[config.mk]
export PLATFORM = sky130hd
export DESIGN_NAME = lab_cdiv
export DESIGN_NICKNAME = d
export VERILOG_FILES = /design/src/rtl/lab_pkg.sv /design/src/rtl/lab_cdiv.sv
export SDC_FILE = /design/constraint.sdc
export NUM_CORES = 2
export LEC_CHECK = 0
export BUFFER_PORTS_ARGS = -buffer_cell sky130_fd_sc_hd__buf_2
export CAP_MARGIN = 20
export CORE_MARGIN = 2
export CORE_UTILIZATION = 35
export CTS_CLUSTER_DIAMETER = 30
export DETAILED_ROUTE_END_ITERATION = 10
export PLACE_DENSITY = 0.47
export SYNTH_ARGS = -nofsm -noshare
export SYNTH_HDL_FRONTEND = slang
export SYNTH_SLANG_ARGS = --single-unit
[constraint.sdc]
create_clock -name clk -period 11.4 [get_ports clk]
set_input_delay 0.57 -clock clk [delete_from_list [all_inputs] [get_ports clk]]
set_output_delay 0.57 -clock clk [all_outputs]
set_load 0.05 [all_outputs]
[src/rtl/lab_pkg.sv]
// Package: shared types, fixed-point constants and rounding helpers for the Lab to RGB converter.
package lab_pkg;

	localparam int QB = 20;
	localparam int VW = 48;
	localparam int DW = 40;

	typedef logic signed [VW-1:0] q_t;
	typedef logic signed [63:0] p_t;

	localparam p_t Q_ONE = p_t'(1) <<< QB;
	localparam p_t Q_HALF = p_t'(1) <<< (QB - 1);

	localparam p_t K_THRESH = 64'sd216943;
	localparam p_t K_16_116 = 64'sd144631;
	localparam p_t K_WHITE_X = 64'sd996640;
	localparam p_t K_WHITE_Z = 64'sd1141721;

	localparam p_t M_RX = 64'sd3397863;
	localparam p_t M_RY = 64'sd1611807;
	localparam p_t M_RZ = 64'sd522748;
	localparam p_t M_GX = 64'sd1016349;
	localparam p_t M_GY = 64'sd1967140;
	localparam p_t M_GZ = 64'sd43575;
	localparam p_t M_BX = 64'sd58346;
	localparam p_t M_BY = 64'sd213937;
	localparam p_t M_BZ = 64'sd1108581;

	typedef struct packed {
		logic [14:0]        lightness;
		logic signed [15:0] a_chroma;
		logic signed [15:0] b_chroma;
		logic               line_end;
		logic               frame_end;
	} lab_in_t;

	typedef struct packed {
		logic [9:0] red;
		logic [9:0] green;
		logic [9:0] blue;
		logic       line_end_out;
		logic       frame_end_out;
	} rgb_out_t;

	// Q.20 product back to Q.20, round to nearest, ties away from zero
	function automatic q_t qrnd(input p_t p);
		p_t r;
		if (p >= 0) begin
			r = (p + Q_HALF) >>> QB;
		end else begin
			r = (p + Q_HALF - 1) >>> QB;
		end
		return q_t'(r);
	endfunction

	// Q.20 channel to 10-bit code with saturation
	function automatic logic [9:0] to_out10(input q_t ch);
		p_t v;
		p_t r;
		logic [9:0] o;
		v = p_t'(ch) * 64'sd1023 + Q_HALF;
		r = v >>> QB;
		if (v <= 0) begin
			o = '0;
		end else if (r > 64'sd1023) begin
			o = 10'd1023;
		end else begin
			o = r[9:0];
		end
		return o;
	endfunction

endpackage

[src/rtl/lab_cdiv.sv]
// Pipelined signed division by a constant, rounded to nearest with ties away from zero.
module lab_cdiv import lab_pkg::*; #(
	parameter longint DIVISOR = 116,
	parameter int NW = 40
) (
	input  logic                 clk,
	input  logic signed [NW-1:0] n,
	output logic signed [NW-1:0] q
);

	localparam int S = NW + 1;
	localparam int PW = NW + S + 1;
	localparam longint unsigned MUL = (64'd1 << S) / DIVISOR;

	logic [NW:0] mag_s1, mag_s2;
	logic        neg_s1, neg_s2;
	logic [NW:0] q0_s2;
	logic [PW-1:0] prod;
	logic [NW:0] rem;
	logic [NW:0] qc;
	logic signed [NW-1:0] q_s3;

	assign prod = PW'(mag_s1) * PW'(MUL);
	assign rem = mag_s2 - (NW+1)'(q0_s2 * (NW+1)'(DIVISOR));
	assign qc = (rem >= (NW+1)'(DIVISOR)) ? q0_s2 + 1'b1 : q0_s2;

	always_ff @(posedge clk) begin
		neg_s1 <= n < 0;
		mag_s1 <= ((n < 0) ? -((NW+1)'(n)) : (NW+1)'(n)) + (NW+1)'(DIVISOR / 2);
		neg_s2 <= neg_s1;
		mag_s2 <= mag_s1;
		q0_s2 <= (NW+1)'(prod >> S);
		q_s3 <= neg_s2 ? -(NW'(qc)) : NW'(qc);
	end

	assign q = q_s3;

endmodule

After elaboration in Yosys (flattened, before gate mapping)
Cells that the tools add are included.
Widths: inputs -> output; s select.

word-level totals
  bits in latches = 0
  output and inout port bits = 40
  logic and storage cells = 18
  bits in registers = 159
  memories = 0
  bits in read-only memories = 0
  bits in writable memories = 0
  input bits = 41

operators by class
  mux-type cells = 3
  add/subtract/negate cells = 5
  $mul = 2
  div/mod/pow operators = 0
  equality and inequality tests = 0
  shift-type cells = 0
  bitwise gates (word level) = 0
  reductions and logical operators = 0
  magnitude comparators = 2

operators by type and width
  cell                    count
  $mul 41x34->75 const B  1
  $add 41x7->41 const B   1
  $ge 41x7->1 const B     1
  $mux 41                 1
  $neg 40->41             1
  $sub 41x41->41          1
  $lt 40x1->1 const B     1
  $mux 40                 1
  $neg 36->40             1
  $mul 35x5->39 const B   1
  $add 35x1->36 const B   1
  $mux 36                 1

Depth between registers and ports, before layout
  depth in word-level cells = 6
  depth in mapped cells = 50
  depth with buffers taken out = 44

Least setup slack after synthesis
No wires, ideal clock.

  path type = reg2reg
  start = register q0_s2[3]
  end = register q_s3[26], in the netlist q[26]
  period minus slack after synthesis = 10.222 ns
  data arrival time = 10.099 ns
  stages on the path, launching flop included = 48
  setup time = 0.123 ns
  required time = 11.277 ns
  path slack = 1.178 ns
  buffers on the path = 5
  cell sequence = dfxtp_1 inv_1 fa_1 inv_1 ha_1 fa_1 ha_1 nor2b_1 o21ai_0 a21boi_0 o21ai_0 a21boi_0 o21ai_0 a21oi_1 o21ai_0 nand2b_1 a31oi_1 o2111ai_1 [12 not listed] nand4_1 nor4_2 and4bb_4 nand4_4 buf_6 buf_6 buf_2 clkbuf_1 buf_1 a21oi_1 ha_1 nand2_1 a2111oi_4 o221ai_2 a2111o_1 or3_4 o31ai_2 xnor2_1

on the way
  cells in the longest elaborated chain, start to end = 6
  elaborated cells between the ends (all ways) = 7
  those cells by class = add/sub (3); mul (1); order compare (1); mux (2)

ends and longest elaborated chain
  item                    RTL line        RTL
  from (decl)             lab_cdiv.sv:17  logic [NW:0] q0_s2;
  from (signal assigned)  lab_cdiv.sv:32  q0_s2 <= (NW+1)'(prod >> S);
  $mul 35x5->39           lab_cdiv.sv:24  assign rem = mag_s2 - (NW+1)'(q0_s2 * (NW+1)'(DIVISOR));
  $sub 41x41->41          lab_cdiv.sv:24
  $ge 41x7->1             lab_cdiv.sv:25  assign qc = (rem >= (NW+1)'(DIVISOR)) ? q0_s2 + 1'b1 : q0_s2;
  $mux 36 (*)             lab_cdiv.sv:25
  $neg 36->40             lab_cdiv.sv:33  q_s3 <= neg_s2 ? -(NW'(qc)) : NW'(qc);
  $mux 40 (*)             lab_cdiv.sv:33
  to (signal assigned)    lab_cdiv.sv:33
  to (decl)               lab_cdiv.sv:21  logic signed [NW-1:0] q_s3;

Every way passes the cells marked *; elsewhere a longest branch is shown, timed or not.

Worst setup path in the final report
  start = register q0_s2[1]
  end = register q_s3[26], in the netlist q[26]

on the way
  cells in the longest elaborated chain, start to end = 6
  elaborated cells between the ends (all ways) = 7
  those cells by class = add/sub (3); mul (1); order compare (1); mux (2)

ends and longest elaborated chain
  item            RTL line        RTL
  $mul 35x5->39   lab_cdiv.sv:24
  $sub 41x41->41  lab_cdiv.sv:24
  $ge 41x7->1     lab_cdiv.sv:25
  $mux 36         lab_cdiv.sv:25
  net qc[0]       lab_cdiv.sv:20  logic [NW:0] qc;
  $neg 36->40     lab_cdiv.sv:33
  $mux 40         lab_cdiv.sv:33

The timed path passes the listed nets, and every way through them passes these cells.

==> impl_metrics.toml <==
[run]
cap_violations = 0

[yosys]
synth_top_area_share_pct = 35.6
synth.cell_area_sq_mm = 0.0368
synthFlopType = "dfxtp_1"
syn-instance-count = 3840
syn-num-nets = 5187
synth-edff-count = 0
syn_area_per_cell_sq_um = 9.57
ys_ff_latch = 157
ys_top_cells_by_area = "fa_1, ha_1, inv_1"
yosysMostFrequentCell = "inv_1"
ys_seq_area_share_pct = 8.55
synth_common_cells = "inv_1, fa_1, ha_1"
ys_warn_count = 0
ys_types = 102
post-synth-top-area-cell = "fa_1"
async_flop_share_pct = 0

[critical_path]
slowest_delay_ns = 0.56
end_kind = "flip-flop"
worstReg2RegStart = "q0_s2[1]$_DFF_P_"
crit_top_cell = "o21ai_0"
cp-start-kind = "flip-flop"
arrival_ns = 10.84
crit_type = "reg2reg"
r2r_slack_ns = 0.97
crit_slowest_cell = "fa_1"
cp.required_ns = 11.81
ff2ff_path_depth = 43
path_max_fanout = 6
reg2reg_to = "q[26]$_DFF_P_"

[timing]
setup_viol = 0
rsz0062_at_grt = "false"
worst_pin_slew_ns = 1.00
period_share_pct = 91.5
finalHoldViolations = 0
max_freq_mhz = 95.9
finalMaxSlewViolations = 0
fin_ws_ns = 0.969
setup_tns_ns = 0
worst_clock_skew_ns = 0.0278
relSlewSlack_pct = 32.6
min_period_ns = 10.43

[global_route]
antenna_found_initial = 5
overflow = 0
grt_pass1_wl_mm = 166
grt_max_degree = 55
grt_usage_pct = 20.7
first_global_vias = 27300
grtUsageMet3_pct = 2.58
met1_usage_pct = 29.8
grtUsageMet2_pct = 33.2
top_usage_layer = "met2"

[floorplanning]
die_area_sq_mm = 0.108
dieWidth_um = 328
ios = 81
placeableCoreArea_sq_mm = 0.104
initial_core_util_pct = 35.4
die_h_um = 328
fp-row-count = 118

[placement]
place_ws_ns = 0.627
port_buffers = 80
placedCellCount = 5288
hpwl_mm = 89.9
place_congestion = 0.882

[finish]
nFillCells = 10600
drive_above_1_share_pct = 5.25
instances_no_fill = 5321
num-nets-final = 5274
utilization_pct = 38.1
area_growth_pct = 7.70

[detailed_routing]
antenna_left = 0
drc = 0
dr.pass1.iters = 5
drt-initial-drc-count = 1469
vias = 25300
wire_per_inst_um = 19.8
wirelength_mm = 105
drt-vias-per-instance = 4.75

[clock_tree]
ctsResizeCount = 0
cts-root-buf = "clkbuf_16"
hold_buffers = 0
clockBufferDepth = 2
post-cts-setup-buffer-count = 0
numCtsBuffers = 17
clkTransAtPathRegs_ns = 0.09
cts.sinks = 157
h-tree-depth = 4
cts_tree = "yes"
clk-insertion-delay-late_ns = 0.52

[worst_hold_path]
hp-class = "in2reg"
holdCritStartpoint = "n[0]"
min_to = "mag_s1[0]$_DFF_P_"
hold_depth = 1

[outcome]
outcome = "complete, no violations"
-- area by class of cell --
type	instances	area, sq um	area share [%]
inverter	1060	3980	10.1
antenna	1	2.50	0.00632
timing repair buffer	129	772	1.95
clock buffer	17	425	1.07
tap	1380	1730	4.36
multi-input combinational	2562	29400	74.1
clock inverter	15	184	0.465
sequential	157	3150	7.95
-- kinds of logic after synthesis --
group	share of synthesized area, %
other	0.0102
AND/OR/NAND/NOR	7.94
AO/OA/AOI/OAI	8.20
XOR/XNOR	5.48
flip-flops	8.55
adder cells (fa/ha/maj)	57.8
multiplexers	0.381
buffers and inverters	11.6
-- per-layer routing --
layer	vias to the layer above	share of wire [%]
met5	-	0
met4	0	2.0
met3	75	3.5
met2	418	46
met1	12600	49
li1	12200	-
-- registers in the layout, indices dropped and copies added (netlist names) --
signal  cells
q          40
neg_s2      1
mag_s1     41
mag_s2     39
neg_s1      1
q0_s2      35
-- per-stage QoR --
step           hold WS, ns  area [sq um]
6_report             0.226         39600
5_1_grt              0.202         39600
4_1_cts              0.183         39600
3_5_place_dp         0.408         39000
3_3_place_gp         0.413         39000
2_1_floorplan        0.310         36800
-- critical path: cells and delay by family (launching register included) --
family	cells	cell delay (ns)
xor+xnor	3	0.36
simple gates	11	2.75
buf+inv	3	0.30
flops	1	0.44
fa+ha+maj	6	2.17
compound gates	20	4.29
-- cells in the final DEF (no fill, tap or decap), types with 8 or more instances in the layout --
cell,netlist,final
xnor2_1,149,149
a211o_1,8,8
inv_1,1060,1060
or4_1,11,11
o21ai_0,72,72
or2_2,8,8
and2_1,15,15
dfxtp_1,157,155
o21a_1,20,20
o31ai_1,13,13
nor3_1,46,46
ha_1,652,652
a21oi_1,115,115
or3_1,11,11
nand3_1,48,48
buf_4,1,48
fa_1,654,654
a211oi_1,9,9
nor2_1,116,116
xor2_1,79,79
nand4_1,36,36
nor4_1,18,18
o22ai_1,11,11
o21bai_1,10,10
and3_1,34,34
nand2b_1,24,24
buf_2,13,80
a31oi_1,22,20
nor2b_1,24,24
a21o_1,59,59
nand2_1,141,141
o211ai_1,12,12
and4_1,9,9
clkbuf_16,0,17
-- worst max path at each step --
stage | start | end | cells past startpoint
floorplan | q0_s2[3]$_DFF_P_ | q[26]$_DFF_P_ | 47
global placement | q0_s2[2]$_DFF_P_ | q[26]$_DFF_P_ | 42
finish | q0_s2[1]$_DFF_P_ | q[26]$_DFF_P_ | 43
detailed placement | q0_s2[3]$_DFF_P_ | q[26]$_DFF_P_ | 42
CTS | q0_s2[3]$_DFF_P_ | q[26]$_DFF_P_ | 42
global route | q0_s2[1]$_DFF_P_ | q[26]$_DFF_P_ | 43
Power is not shown: default switching activity piles up to over one toggle a cycle in this logic, so the estimate is an artifact.
